[config.mk]
export PLATFORM = sky130hd
export DESIGN_NAME = trapezoid_peak_centroid_unit
export DESIGN_NICKNAME = d
export VERILOG_FILES = /design/src/hw/rtl/trpc_pkg.sv /design/src/hw/rtl/trapezoid_peak_centroid_unit.sv /design/src/hw/rtl/trpc_front.sv /design/src/hw/rtl/trpc_queue.sv /design/src/hw/rtl/trpc_back.sv
export VERILOG_INCLUDE_DIRS = /design/src /design/src/hw/rtl
export SDC_FILE = /design/constraint.sdc
export NUM_CORES = 2
export LEC_CHECK = 0
export ABC_AREA = 1
export BUFFER_PORTS_ARGS = -buffer_cell sky130_fd_sc_hd__buf_2
export CAP_MARGIN = 25
export CORE_MARGIN = 5
export CORE_UTILIZATION = 60
export CTS_CLUSTER_SIZE = 28
export DETAILED_ROUTE_END_ITERATION = 7
export MAX_ROUTING_LAYER = met4
export PLACE_DENSITY = 0.79
export SLEW_MARGIN = 20
export SYNTH_ARGS = -nofsm -noshare
export SYNTH_HDL_FRONTEND = slang
export SYNTH_SLANG_ARGS = --single-unit
[constraint.sdc]
create_clock -name clk -period 10.2 [get_ports clk]
set_clock_uncertainty 0.1 [all_clocks]
set_input_delay 0 -clock clk [delete_from_list [all_inputs] [get_ports clk]]
set_output_delay 0 -clock clk [all_outputs]
set_load 0.02 [all_outputs]
[src/hw/rtl/assert_macros.svh]
// assertion macros shared by the rtl files
`ifndef ASSERT_MACROS_SVH
`define ASSERT_MACROS_SVH

// consequent must hold in the same cycle as the antecedent
`define ASSERT_SAME(label, ante, cons, msg) \
  label: assert property (@(posedge clk) disable iff (!rst_n) (ante) |-> (cons)) \
    else $error(msg);

// consequent must hold in the cycle after the antecedent
`define ASSERT_NEXT(label, ante, cons, msg) \
  label: assert property (@(posedge clk) disable iff (!rst_n) (ante) |=> (cons)) \
    else $error(msg);

`endif

[src/hw/rtl/trpc_pkg.sv]
// shared types and constants of the trapezoid peak centroid unit
package trpc_pkg;

  localparam int X_W        = 16;
  localparam int Y_W        = 16;
  localparam int YC_W       = 15;
  localparam int CEN_W      = 24;
  localparam int STAT_W     = 2;
  localparam int SUM_W      = 64;
  localparam int AT_W       = 33;
  localparam int WT_W       = 50;
  localparam int FRAC_OUT_DEF = 8;
  localparam int Q_DEPTH    = 2;

  localparam logic [CEN_W-1:0] CEN_MAX     = 24'h7F_FFFF;
  localparam logic [CEN_W-1:0] CEN_MIN_MAG = 24'h80_0000;

  localparam logic [STAT_W-1:0] STAT_CENTROID  = 2'd0;
  localparam logic [STAT_W-1:0] STAT_SINGLE    = 2'd1;
  localparam logic [STAT_W-1:0] STAT_ZERO_AREA = 2'd2;

  typedef struct packed {
    logic                    single;
    logic signed [X_W-1:0]   x;
    logic [SUM_W-1:0]        area;
    logic [SUM_W-1:0]        weighted;
  } job_t;

  typedef struct packed {
    logic full;
    logic empty;
  } qstat_t;

  typedef enum logic [1:0] {
    ST_IDLE,
    ST_DIV,
    ST_FIN,
    ST_DONE
  } back_state_t;

endpackage

[src/hw/rtl/trapezoid_peak_centroid_unit.sv]
// trapezoid peak centroid unit top level
// Curve points are taken one per cycle while the front is not stalling. Each point runs
// through a three-stage front (difference, area product, weighted product with the 64-bit
// accumulate); once the last point reaches the third stage the two sums go into a two-entry
// job queue and the front keeps taking the next curve. The back end handles one curve at a
// time: a single-point or zero-area curve raises its beat in the cycle after leaving the
// queue, a weighted centroid after the restoring divider, which produces one quotient bit
// per cycle over the 64 + FRAC_OUT numerator bits, and a finish state. The front stalls input
// only when a last point finds the queue full.
module trapezoid_peak_centroid_unit #(
  parameter int FRAC_OUT = trpc_pkg::FRAC_OUT_DEF
) (
  input  logic                                clk,
  input  logic                                rst_n,
  input  logic                                in_valid,
  output logic                                in_stall,
  input  logic signed [trpc_pkg::X_W-1:0]     in_x_value,
  input  logic signed [trpc_pkg::Y_W-1:0]     in_y_value,
  input  logic                                in_last,
  output logic                                out_valid,
  input  logic                                out_stall,
  output logic signed [trpc_pkg::CEN_W-1:0]   out_centroid,
  output logic [trpc_pkg::STAT_W-1:0]         out_status
);

  logic               push;
  logic               pop;
  trpc_pkg::job_t     push_job;
  trpc_pkg::job_t     head_job;
  trpc_pkg::qstat_t   qstat;

  trpc_front u_front (
    .clk        (clk),
    .rst_n      (rst_n),
    .in_valid   (in_valid),
    .in_stall   (in_stall),
    .in_x_value (in_x_value),
    .in_y_value (in_y_value),
    .in_last    (in_last),
    .qstat      (qstat),
    .push       (push),
    .push_job   (push_job)
  );

  trpc_queue u_queue (
    .clk      (clk),
    .rst_n    (rst_n),
    .push     (push),
    .push_job (push_job),
    .pop      (pop),
    .head_job (head_job),
    .qstat    (qstat)
  );

  trpc_back #(
    .FRAC_OUT (FRAC_OUT)
  ) u_back (
    .clk          (clk),
    .rst_n        (rst_n),
    .head_job     (head_job),
    .qstat        (qstat),
    .pop          (pop),
    .out_valid    (out_valid),
    .out_stall    (out_stall),
    .out_centroid (out_centroid),
    .out_status   (out_status)
  );

endmodule

[src/hw/rtl/trpc_front.sv]
// front end: point intake, trapezoid terms and curve accumulation
module trpc_front (
  input  logic                                clk,
  input  logic                                rst_n,
  input  logic                                in_valid,
  output logic                                in_stall,
  input  logic signed [trpc_pkg::X_W-1:0]     in_x_value,
  input  logic signed [trpc_pkg::Y_W-1:0]     in_y_value,
  input  logic                                in_last,
  input  trpc_pkg::qstat_t                    qstat,
  output logic                                push,
  output trpc_pkg::job_t                      push_job
);

  logic                                   adv;
  logic [trpc_pkg::YC_W-1:0]              y_cl;
  logic signed [trpc_pkg::X_W:0]          dx_raw;
  logic signed [trpc_pkg::X_W:0]          xs_raw;
  logic [trpc_pkg::Y_W-1:0]               ys_raw;
  logic signed [trpc_pkg::AT_W:0]         at_full;
  logic signed [trpc_pkg::WT_W-1:0]       wt_full;
  logic [trpc_pkg::SUM_W-1:0]             area_sum_nxt;
  logic [trpc_pkg::SUM_W-1:0]             weighted_sum_nxt;

  logic                                   have_prev_r;
  logic signed [trpc_pkg::X_W-1:0]        prev_x_r;
  logic [trpc_pkg::YC_W-1:0]              prev_y_r;
  logic [trpc_pkg::SUM_W-1:0]             area_sum_r;
  logic [trpc_pkg::SUM_W-1:0]             weighted_sum_r;

  logic                                   s1_valid_r, s2_valid_r, s3_valid_r;
  logic                                   s1_last_r, s2_last_r, s3_last_r;
  logic                                   s1_single_r, s2_single_r, s3_single_r;
  logic signed [trpc_pkg::X_W-1:0]        s1_x_r, s2_x_r, s3_x_r;
  logic signed [trpc_pkg::X_W:0]          s1_dx_r;
  logic [trpc_pkg::Y_W-1:0]               s1_ys_r;
  logic signed [trpc_pkg::X_W:0]          s1_xs_r, s2_xs_r;
  logic signed [trpc_pkg::AT_W-1:0]       s2_at_r, s3_at_r;
  logic signed [trpc_pkg::WT_W-1:0]       s3_wt_r;

  always_comb begin
    adv      = !(s3_valid_r && s3_last_r && qstat.full);
    in_stall = !adv;
    y_cl     = in_y_value[trpc_pkg::Y_W-1] ? '0 : in_y_value[trpc_pkg::YC_W-1:0];
    dx_raw   = {in_x_value[trpc_pkg::X_W-1], in_x_value} - {prev_x_r[trpc_pkg::X_W-1], prev_x_r};
    xs_raw   = {in_x_value[trpc_pkg::X_W-1], in_x_value} + {prev_x_r[trpc_pkg::X_W-1], prev_x_r};
    ys_raw   = {1'b0, y_cl} + {1'b0, prev_y_r};
    at_full  = s1_dx_r * $signed({1'b0, s1_ys_r});
    wt_full  = s2_at_r * s2_xs_r;
    area_sum_nxt     = area_sum_r +
                       {{(trpc_pkg::SUM_W-trpc_pkg::AT_W){s3_at_r[trpc_pkg::AT_W-1]}}, s3_at_r};
    weighted_sum_nxt = weighted_sum_r +
                       {{(trpc_pkg::SUM_W-trpc_pkg::WT_W){s3_wt_r[trpc_pkg::WT_W-1]}}, s3_wt_r};
    push              = s3_valid_r && s3_last_r && adv;
    push_job.single   = s3_single_r;
    push_job.x        = s3_x_r;
    push_job.area     = area_sum_nxt;
    push_job.weighted = weighted_sum_nxt;
  end

  // control state
  always_ff @(posedge clk) begin
    if (!rst_n) begin
      have_prev_r    <= 1'b0;
      prev_x_r       <= '0;
      prev_y_r       <= '0;
      s1_valid_r     <= 1'b0;
      s2_valid_r     <= 1'b0;
      s3_valid_r     <= 1'b0;
      area_sum_r     <= '0;
      weighted_sum_r <= '0;
    end else if (adv) begin
      s1_valid_r <= in_valid;
      s2_valid_r <= s1_valid_r;
      s3_valid_r <= s2_valid_r;
      if (in_valid) begin
        have_prev_r <= !in_last;
        prev_x_r    <= in_last ? '0 : in_x_value;
        prev_y_r    <= in_last ? '0 : y_cl;
      end
      if (s3_valid_r) begin
        if (s3_last_r) begin
          area_sum_r     <= '0;
          weighted_sum_r <= '0;
        end else begin
          area_sum_r     <= area_sum_nxt;
          weighted_sum_r <= weighted_sum_nxt;
        end
      end
    end
  end

  // payload
  always_ff @(posedge clk) begin
    if (adv) begin
      s1_last_r   <= in_last;
      s1_single_r <= in_last && !have_prev_r;
      s1_x_r      <= in_x_value;
      s1_dx_r     <= have_prev_r ? dx_raw : '0;
      s1_ys_r     <= ys_raw;
      s1_xs_r     <= xs_raw;
      s2_last_r   <= s1_last_r;
      s2_single_r <= s1_single_r;
      s2_x_r      <= s1_x_r;
      s2_xs_r     <= s1_xs_r;
      s2_at_r     <= at_full[trpc_pkg::AT_W-1:0];
      s3_last_r   <= s2_last_r;
      s3_single_r <= s2_single_r;
      s3_x_r      <= s2_x_r;
      s3_at_r     <= s2_at_r;
      s3_wt_r     <= wt_full;
    end
  end

endmodule

[src/hw/rtl/trpc_queue.sv]
// two-entry job queue between front and back
module trpc_queue (
  input  logic                clk,
  input  logic                rst_n,
  input  logic                push,
  input  trpc_pkg::job_t      push_job,
  input  logic                pop,
  output trpc_pkg::job_t      head_job,
  output trpc_pkg::qstat_t    qstat
);

  `include "assert_macros.svh"

  localparam int PTR_W = (trpc_pkg::Q_DEPTH > 1) ? $clog2(trpc_pkg::Q_DEPTH) : 1;
  localparam int CNT_W = $clog2(trpc_pkg::Q_DEPTH + 1);

  trpc_pkg::job_t      mem_r [trpc_pkg::Q_DEPTH];
  logic [PTR_W-1:0]    wr_ptr_r;
  logic [PTR_W-1:0]    rd_ptr_r;
  logic [CNT_W-1:0]    cnt_r;

  function automatic logic [PTR_W-1:0] ptr_inc(input logic [PTR_W-1:0] p);
    ptr_inc = (p == PTR_W'(trpc_pkg::Q_DEPTH - 1)) ? '0 : p + PTR_W'(1);
  endfunction

  always_comb begin
    head_job    = mem_r[rd_ptr_r];
    qstat.full  = (cnt_r == CNT_W'(trpc_pkg::Q_DEPTH));
    qstat.empty = (cnt_r == '0);
  end

  always_ff @(posedge clk) begin
    if (!rst_n) begin
      wr_ptr_r <= '0;
      rd_ptr_r <= '0;
      cnt_r    <= '0;
    end else begin
      if (push) begin
        wr_ptr_r <= ptr_inc(wr_ptr_r);
      end
      if (pop) begin
        rd_ptr_r <= ptr_inc(rd_ptr_r);
      end
      if (push && !pop) begin
        cnt_r <= cnt_r + CNT_W'(1);
      end else if (pop && !push) begin
        cnt_r <= cnt_r - CNT_W'(1);
      end
    end
  end

  always_ff @(posedge clk) begin
    if (push) begin
      mem_r[wr_ptr_r] <= push_job;
    end
  end

  `ASSERT_SAME(a_no_overflow, push, !qstat.full, "push into full queue")
  `ASSERT_SAME(a_no_underflow, pop, !qstat.empty, "pop from empty queue")

endmodule

[src/hw/rtl/trpc_back.sv]
// back end: special cases, serial centroid divide and result register
module trpc_back #(
  parameter int FRAC_OUT = trpc_pkg::FRAC_OUT_DEF
) (
  input  logic                               clk,
  input  logic                               rst_n,
  input  trpc_pkg::job_t                     head_job,
  input  trpc_pkg::qstat_t                   qstat,
  output logic                               pop,
  output logic                               out_valid,
  input  logic                               out_stall,
  output logic signed [trpc_pkg::CEN_W-1:0]  out_centroid,
  output logic [trpc_pkg::STAT_W-1:0]        out_status
);

  `include "assert_macros.svh"

  localparam int NUM_W = trpc_pkg::SUM_W + FRAC_OUT;
  localparam int DEN_W = trpc_pkg::SUM_W + 1;
  localparam int CNT_W = $clog2(NUM_W);
  localparam int XS_W  = 32;
  localparam logic signed [XS_W-1:0] XS_MAX = XS_W'(signed'(8388607));
  localparam logic signed [XS_W-1:0] XS_MIN = -XS_W'(signed'(8388608));

  trpc_pkg::back_state_t state_r, state_nxt;

  logic [NUM_W-1:0]                 num_r, num_nxt;
  logic [DEN_W-1:0]                 den_r, den_nxt;
  logic [trpc_pkg::SUM_W-1:0]       rem_r, rem_nxt;
  logic [trpc_pkg::CEN_W-1:0]       q_r, q_nxt;
  logic                             ovf_r, ovf_nxt;
  logic                             neg_r, neg_nxt;
  logic [CNT_W-1:0]                 cnt_r, cnt_nxt;
  logic                             out_valid_r, out_valid_nxt;
  logic [trpc_pkg::CEN_W-1:0]       out_centroid_r, out_centroid_nxt;
  logic [trpc_pkg::STAT_W-1:0]      out_status_r, out_status_nxt;

  logic                             wneg, aneg;
  logic [trpc_pkg::SUM_W-1:0]       wmag, amag;
  logic signed [XS_W-1:0]           xsh;
  logic [DEN_W-1:0]                 trial;
  logic                             ge;
  logic                             mag_sat;

  always_comb begin
    state_nxt        = state_r;
    num_nxt          = num_r;
    den_nxt          = den_r;
    rem_nxt          = rem_r;
    q_nxt            = q_r;
    ovf_nxt          = ovf_r;
    neg_nxt          = neg_r;
    cnt_nxt          = cnt_r;
    out_valid_nxt    = out_valid_r;
    out_centroid_nxt = out_centroid_r;
    out_status_nxt   = out_status_r;
    pop              = 1'b0;

    wneg    = head_job.weighted[trpc_pkg::SUM_W-1];
    aneg    = head_job.area[trpc_pkg::SUM_W-1];
    wmag    = wneg ? '0 - head_job.weighted : head_job.weighted;
    amag    = aneg ? '0 - head_job.area : head_job.area;
    xsh     = XS_W'($signed(head_job.x)) <<< FRAC_OUT;
    trial   = {rem_r, num_r[NUM_W-1]};
    ge      = (trial >= den_r);
    mag_sat = ovf_r || (q_r >= trpc_pkg::CEN_MIN_MAG);

    case (state_r)
      trpc_pkg::ST_IDLE: begin
        if (!qstat.empty) begin
          pop = 1'b1;
          if (head_job.single) begin
            if (xsh > XS_MAX) begin
              out_centroid_nxt = trpc_pkg::CEN_MAX;
            end else if (xsh < XS_MIN) begin
              out_centroid_nxt = trpc_pkg::CEN_MIN_MAG;
            end else begin
              out_centroid_nxt = xsh[trpc_pkg::CEN_W-1:0];
            end
            out_status_nxt = trpc_pkg::STAT_SINGLE;
            out_valid_nxt  = 1'b1;
            state_nxt      = trpc_pkg::ST_DONE;
          end else if (head_job.area == '0) begin
            out_centroid_nxt = '0;
            out_status_nxt   = trpc_pkg::STAT_ZERO_AREA;
            out_valid_nxt    = 1'b1;
            state_nxt        = trpc_pkg::ST_DONE;
          end else begin
            num_nxt   = NUM_W'(wmag) << FRAC_OUT;
            den_nxt   = {amag, 1'b0};
            rem_nxt   = '0;
            q_nxt     = '0;
            ovf_nxt   = 1'b0;
            neg_nxt   = wneg ^ aneg;
            cnt_nxt   = '0;
            state_nxt = trpc_pkg::ST_DIV;
          end
        end
      end
      trpc_pkg::ST_DIV: begin
        // one quotient bit per cycle, sticky flag for bits beyond the result range
        rem_nxt = ge ? trpc_pkg::SUM_W'(trial - den_r) : trial[trpc_pkg::SUM_W-1:0];
        num_nxt = num_r << 1;
        q_nxt   = {q_r[trpc_pkg::CEN_W-2:0], ge};
        ovf_nxt = ovf_r || q_r[trpc_pkg::CEN_W-1];
        cnt_nxt = cnt_r + CNT_W'(1);
        if (cnt_r == CNT_W'(NUM_W - 1)) begin
          state_nxt = trpc_pkg::ST_FIN;
        end
      end
      trpc_pkg::ST_FIN: begin
        if (neg_r) begin
          out_centroid_nxt = '0 - (mag_sat ? trpc_pkg::CEN_MIN_MAG : q_r);
        end else begin
          out_centroid_nxt = mag_sat ? trpc_pkg::CEN_MAX : q_r;
        end
        out_status_nxt = trpc_pkg::STAT_CENTROID;
        out_valid_nxt  = 1'b1;
        state_nxt      = trpc_pkg::ST_DONE;
      end
      trpc_pkg::ST_DONE: begin
        if (!out_stall) begin
          out_valid_nxt = 1'b0;
          state_nxt     = trpc_pkg::ST_IDLE;
        end
      end
      default: begin
        state_nxt = trpc_pkg::ST_IDLE;
      end
    endcase

    out_valid    = out_valid_r;
    out_centroid = out_centroid_r;
    out_status   = out_status_r;
  end

  always_ff @(posedge clk) begin
    if (!rst_n) begin
      state_r     <= trpc_pkg::ST_IDLE;
      out_valid_r <= 1'b0;
    end else begin
      state_r     <= state_nxt;
      out_valid_r <= out_valid_nxt;
    end
  end

  always_ff @(posedge clk) begin
    num_r          <= num_nxt;
    den_r          <= den_nxt;
    rem_r          <= rem_nxt;
    q_r            <= q_nxt;
    ovf_r          <= ovf_nxt;
    neg_r          <= neg_nxt;
    cnt_r          <= cnt_nxt;
    out_centroid_r <= out_centroid_nxt;
    out_status_r   <= out_status_nxt;
  end

  `ASSERT_SAME(a_valid_only_done, out_valid_r, state_r == trpc_pkg::ST_DONE, "result outside done")
  `ASSERT_SAME(a_status_code, out_valid_r, out_status_r == trpc_pkg::STAT_CENTROID || out_status_r == trpc_pkg::STAT_SINGLE || out_status_r == trpc_pkg::STAT_ZERO_AREA, "bad status code")
  `ASSERT_NEXT(a_div_to_fin, state_r == trpc_pkg::ST_DIV && cnt_r == CNT_W'(NUM_W - 1), state_r == trpc_pkg::ST_FIN, "divide did not finish")

endmodule

[Yosys cells after proc, flatten, opt, wreduce, memory -nomap -nowiden]
Memories as Yosys holds them, arrays and structs flattened. A register that Yosys moved wholly into a read port is not among the register bits.
Cells that the tools add are included.
Word-level totals
  bits in registers: 666
  bits in writable memories: 290
  input bits: 37
  logic and storage cells: 165
  memories kept: 1
Cells by class
  add/subtract/negate cells: 14
  multiply operators: 2
  $lt $le $gt $ge: 4
  equality and inequality tests: 11
  mux-type cells: 62
  bitwise logic cells: 5
  reduce and logical (&&, ||, !) cells: 27
Memory list
  u_queue.mem_r: depth 2, width 145, rd ports 1, clocked after Yosys merged registers in 1, write ports 1, RTL line trpc_queue.sv:17  | trpc_pkg::job_t mem_r [trpc_pkg::Q_DEPTH];
Operator list (count)
  $mux 64: 7
  $mux 24: 11
  $mux 72: 3
  $pmux 72 s2: 1
  $add 64x64->64: 2
  $pmux 64 s2: 1
  $sub 1x64->64 const A: 2
  $pmux 24 s2: 2
  $ge 65x65->1: 1
  $logic_not 64->1: 1
  $sub 64x64->64: 1
  $mux 63: 1
  $mul 33x17->50: 1
  $mul 17x17->33: 1
  $mux 15: 2
  $ge 24x24->1 const B: 1
  $gt 24x24->1 const B: 1
  $lt 24x24->1 const B: 1
  $sub 1x24->24 const A: 1
  $mux 7: 3
  $mux 2: 10
  $add 16x16->17: 1
  $sub 16x16->17: 1
  $add 15x15->16: 1
  28 further kinds: 68

[Depth between registers and ports, before layout]
  word-level depth: 8
  mapped depth: 27
  gate-level depth less buffers: 26

[Modules after synthesis]
From an unflattened synthesis, not the netlist that was laid out.
Second synthesis, totals
  cell total of the unflattened synthesis: 11610
  area total of the unflattened synthesis: 89778.6 um^2
Modules (own cells, without submodules)
  trpc_front: times used 1, cells each 7930, area an instance 57975.6 um^2, seq. area each 10380.0 um^2
  trpc_back: times used 1, cells each 3194, area an instance 20922.6 um^2, seq. area each 7597.3 um^2
  trpc_queue: times used 1, cells each 486, area an instance 10880.4 um^2, seq. area each 8808.4 um^2

[Worst setup path after synthesis]
OpenSTA, ideal clock, no wires.
  path type: register to register
  from: reg with a tool-made name
  to: reg u_back.cnt_r[0] (enable)
  setup time: 736 ps
  data arrival time: 9395 ps
  path slack: -31 ps
  cell stages (with the launch flop): 15
  period minus slack after synthesis: 10231 ps
  path through: dfxtp_1 buf_6 buf_12 buf_12 nand2_1 nand2_2 inv_1 ha_1 nand3_2 nor2_2 nand2_1 nor2_2 nand2_1 nand2_2 o22ai_1
RTL lines
  to (signal assigned): RTL line trpc_back.sv:154  | cnt_r <= cnt_nxt;
  to (decl): RTL line trpc_back.sv:33  | logic [CNT_W-1:0] cnt_r, cnt_nxt;

[Worst setup path after layout]
  from: reg u_front.s2_xs_r[2] in the netlist's numbering
  to: reg u_front.s3_wt_r[46] in the netlist's numbering (data pin)
On the way
  longest elaborated chain between the ends: 1
Ends and longest elaborated chain
  from (decl): RTL line trpc_front.sv:37  | logic signed [trpc_pkg::X_W:0] s1_xs_r, s2_xs_r;
  from (signal assigned): RTL line trpc_front.sv:105  | s2_xs_r <= s1_xs_r;
  $mul 33x17->50: RTL line trpc_front.sv:49  | wt_full = s2_at_r * s2_xs_r;
  net u_front.wt_full, one bit: RTL line trpc_front.sv:21  | logic signed [trpc_pkg::WT_W-1:0] wt_full;
  to (signal assigned): RTL line trpc_front.sv:111  | s3_wt_r <= wt_full;
  to (decl): RTL line trpc_front.sv:39  | logic signed [trpc_pkg::WT_W-1:0] s3_wt_r;
The timed path passes the listed nets, and every way through them passes these cells.
A chain may end at the register's enable or synchronous reset.

==> impl_metrics.py <==
metrics = {
    "run_status": {
        "outcome": "completed",
    },
    "routing": {
        "first_iter_violations": 7659,
        "drc_errors": 0,
        "vias_per_cell": 5.51,
        "drtPass1Iterations": 6,
        "vias": 78000,
        "ant_nets": 0,
        "totalWireLength_um": 281000,
        "wl_per_cell_um": 19.9,
    },
    "critical_path": {
        "path_cells": "buf_4 > nand2_1 > inv_1 > fa_1 > fa_1 > fa_1 > fa_1 > fa_1 > fa_1 > ha_1 > nand2_1 > nor2_1 > inv_1 > nor4_1 > o21ai_0 > nand3_1 > xor2_1",
        "start_kind": "flop",
        "cp_common_cell": "fa_1",
        "arrival_ps": 7240,
        "path_buf_inv": 3,
        "end_kind": "flop",
        "worstSetupPathType": "reg2reg",
        "crit_path_max_incr_delay_ps": 930,
        "cp_top_family": "adder cells",
        "r2r-end": "u_front.s3_wt_r[46]$_DFFE_PN_",
        "r2r_start": "u_front.s2_xs_r[2]$_DFFE_PN_",
        "crit_path_max_fanout": 16,
        "cp_slowest_cell": "edfxtp_1",
        "crit_required_ps": 10520,
        "reg2reg_depth": 17,
        "reg2reg_slack_ps": 3280,
    },
    "synthesis": {
        "synth.distinct_cells": 56,
        "ys_ff_latch": 949,
        "synth_nets": 13400,
        "ys.flop_type": "edfxtp_1",
        "ys_async_sr_fraction": 0,
        "synthTopCellsByArea": "edfxtp_1 26%, fa_1 18%, nand2_1 16%",
        "synth_most_common_cell": "nand2_1",
        "avgSynthCellArea_um2": 7.48,
        "synth_enable_flop_cells": 778,
        "synthTopCellsByCount": "3907 x nand2_1, 2632 x inv_1, 913 x nor2_1, 816 x fa_1, 778 x edfxtp_1",
        "netlist_area_um2": 90500,
        "ys_seq_area_frac": 0.296,
        "synth_top_cell_by_area": "edfxtp_1",
        "synth_top_area_frac": 0.258,
        "synthCells": 12100,
        "yosysWarnings": 0,
    },
    "cts": {
        "cts_buffer_depth": 3,
        "numCtsBuffers": 106,
        "cts-htree-levels": 3,
        "path_clk_slew_ps": 70,
        "cts_tree": "yes",
        "root_buffer": "clkbuf_16",
        "clock_latency_ps": 760,
        "clock-sinks": 949,
    },
    "floorplanning": {
        "core-area_um2": 150000,
        "die_width_um": 398,
        "top_level_ports": 65,
        "die-area_um2": 159000,
        "initial_core_util": 0.604,
        "die_h_um": 398,
        "rows": 142,
    },
    "placement": {
        "port_buffers": 64,
        "dpl.cell_count": 13900,
        "hpwl_um": 222000,
        "gp_congestion": 1.06,
        "dp_slack_ps": 3160,
    },
    "cells_and_area": {
        "syn_to_final_growth_pct": 6.82,
        "drive_gt1_frac": 0.0341,
        "fillers": 13000,
        "fin_nets": 13300,
        "final_cells": 14200,
    },
    "sta": {
        "worstMarginPinSlew_ps": 1150,
        "max_slew_margin": 0.231,
        "hold_viol": 0,
        "slew_violations": 0,
        "fmax_mhz": 145,
        "finalCritPeriodShare": 0.678,
        "rsz0062_at_grt": "false",
        "timing.final.crit_period_ps": 6920,
        "setup_ws_ps": 3280,
        "setup_viol": 0,
        "fin_setup_tns_ps": 0,
    },
    "job": {
        "drv_cap": 0,
    },
    "global_routing": {
        "grt_pass1_wl_um": 438000,
        "grt_overflow": 0,
        "global_route.usage.total": 0.365,
        "antenna_found_initial": 3,
        "grt_pass1_vias": 78400,
        "grt_start_max_net_pins": 161,
    },
    "hold_path": {
        "min_path_type": "in2reg",
        "hold_depth": 4,
        "hp-start": "in_x_value[3]",
        "hold_end": "u_front.prev_x_r[3]$_SDFFE_PN0P_",
    },
}
## registers in the layout, indices dropped and copies added (netlist names), 24 cells and up, named ones only
name / count
u_queue.mem_r: 290
u_back.den_r: 64
u_back.num_r: 64
u_back.rem_r: 64
u_front.area_sum_r: 64
u_front.weighted_sum_r: 64
u_front.s3_wt_r: 50
u_front.s2_at_r: 33
u_front.s3_at_r: 33
u_back.out_centroid: 24
u_back.q_r: 24
## routing by layer
layer / wire, um / up-vias / global-route usage
met2: 130000 / 3668 / 0.582
met5: 0 / - / -
met4: 13300 / 0 / 0.143
met1: 113000 / 37000 / 0.474
met3: 24400 / 734 / 0.0553
li1: - / 36600 / -
## placed cells by master (no fill, tap or decap), drive strengths merged, types with 6 or more instances in the layout
cell type | netlist | routed
nand3 | 443 | 443
xnor2 | 79 | 79
inv | 2640 | 2653
edfxtp | 778 | 778
clkbuf | 284 | 129
a21o | 8 | 8
buf | 73 | 121
o21ai | 326 | 326
clkinv | 7 | 39
a211oi | 6 | 6
a31oi | 28 | 28
nand4 | 85 | 85
fa | 816 | 816
nor2 | 938 | 938
nand2 | 3915 | 3915
mux2i | 10 | 10
clkinvlp | 0 | 20
nor3 | 85 | 85
xor2 | 188 | 188
o21bai | 47 | 47
o211ai | 7 | 7
and2 | 65 | 65
and3 | 26 | 26
bufinv | 0 | 7
o21a | 6 | 6
dfxtp | 171 | 171
nor4 | 28 | 28
dlygate4sd3 | 0 | 68
or2 | 27 | 27
a21boi | 6 | 6
nand3b | 18 | 18
a21oi | 525 | 525
ha | 448 | 448
## worst max path at each step
stage	startpoint	end	slack [ps]	cells past startpoint
CTS	u_front.s2_xs_r[2]$_DFFE_PN_	u_front.s3_wt_r[46]$_DFFE_PN_	3040	17
global placement	u_front.s2_xs_r[2]$_DFFE_PN_	u_front.s3_wt_r[46]$_DFFE_PN_	3320	17
floorplan	u_queue.cnt_r[0]$_SDFFE_PN0P_	u_queue.mem_r[1][0]$_DFFE_PP_	2720	4
detailed placement	u_front.s2_xs_r[2]$_DFFE_PN_	u_front.s3_wt_r[46]$_DFFE_PN_	3160	17
finish	u_front.s2_xs_r[2]$_DFFE_PN_	u_front.s3_wt_r[46]$_DFFE_PN_	3280	17
global route	u_front.s1_ys_r[3]$_DFFE_PN_	u_front.s2_at_r[29]$_DFFE_PN_	2880	17
## cell families after synthesis
logic type,synth area share
buf+inv,0.127
fa+ha+maj,0.242
compound gates,0.0582
mux,0.00124
xor+xnor,0.0258
simple gates,0.250
flops,0.296
## per-stage QoR
| step | hold WS, ps | utilization | area (um^2) |
|---|---|---|---|
| after floorplan | -1.13 | - | 90600 |
| after global placement | 146 | 0.616 | 92400 |
| after detailed placement | 148 | 0.616 | 92400 |
| after CTS | 2.15 | 0.644 | 96600 |
| after global routing | 58.6 | 0.645 | 96700 |
| final | 50.2 | 0.645 | 96700 |
## final cells by class
cell class / count / area, um^2 / share of cell area
Antenna cell: 4 / 10.0 / 0.000103
Clock buffer: 129 / 2840 / 0.0294
Clock inverter: 72 / 762 / 0.00788
Inverter: 2647 / 9950 / 0.103
Multi-Input combinational cell: 8148 / 52300 / 0.541
Sequential cell: 949 / 26800 / 0.277
Tap cell: 2016 / 2520 / 0.0261
Timing Repair Buffer: 189 / 1500 / 0.0155
## worst min-delay path: cells and delay by family
family | cells | cell delay, ps
buffers and inverters | 2 | 710
and+or+nand+nor | 1 | 80
AOI/OAI and AO/OA | 1 | 50
## timing repair
| action | in CTS | in global routing |
|---|---|---|
| hold buffers | 68 | 0 |
| setup buffers | 0 | 0 |
| hold endpoints to repair | 119 | 0 |
| endpoints found under the setup margin | 0 | 0 |
| gates resized for setup | 0 | 0 |
Power is not shown: default switching activity piles up to over one toggle a cycle in this logic, so the estimate is an artifact.
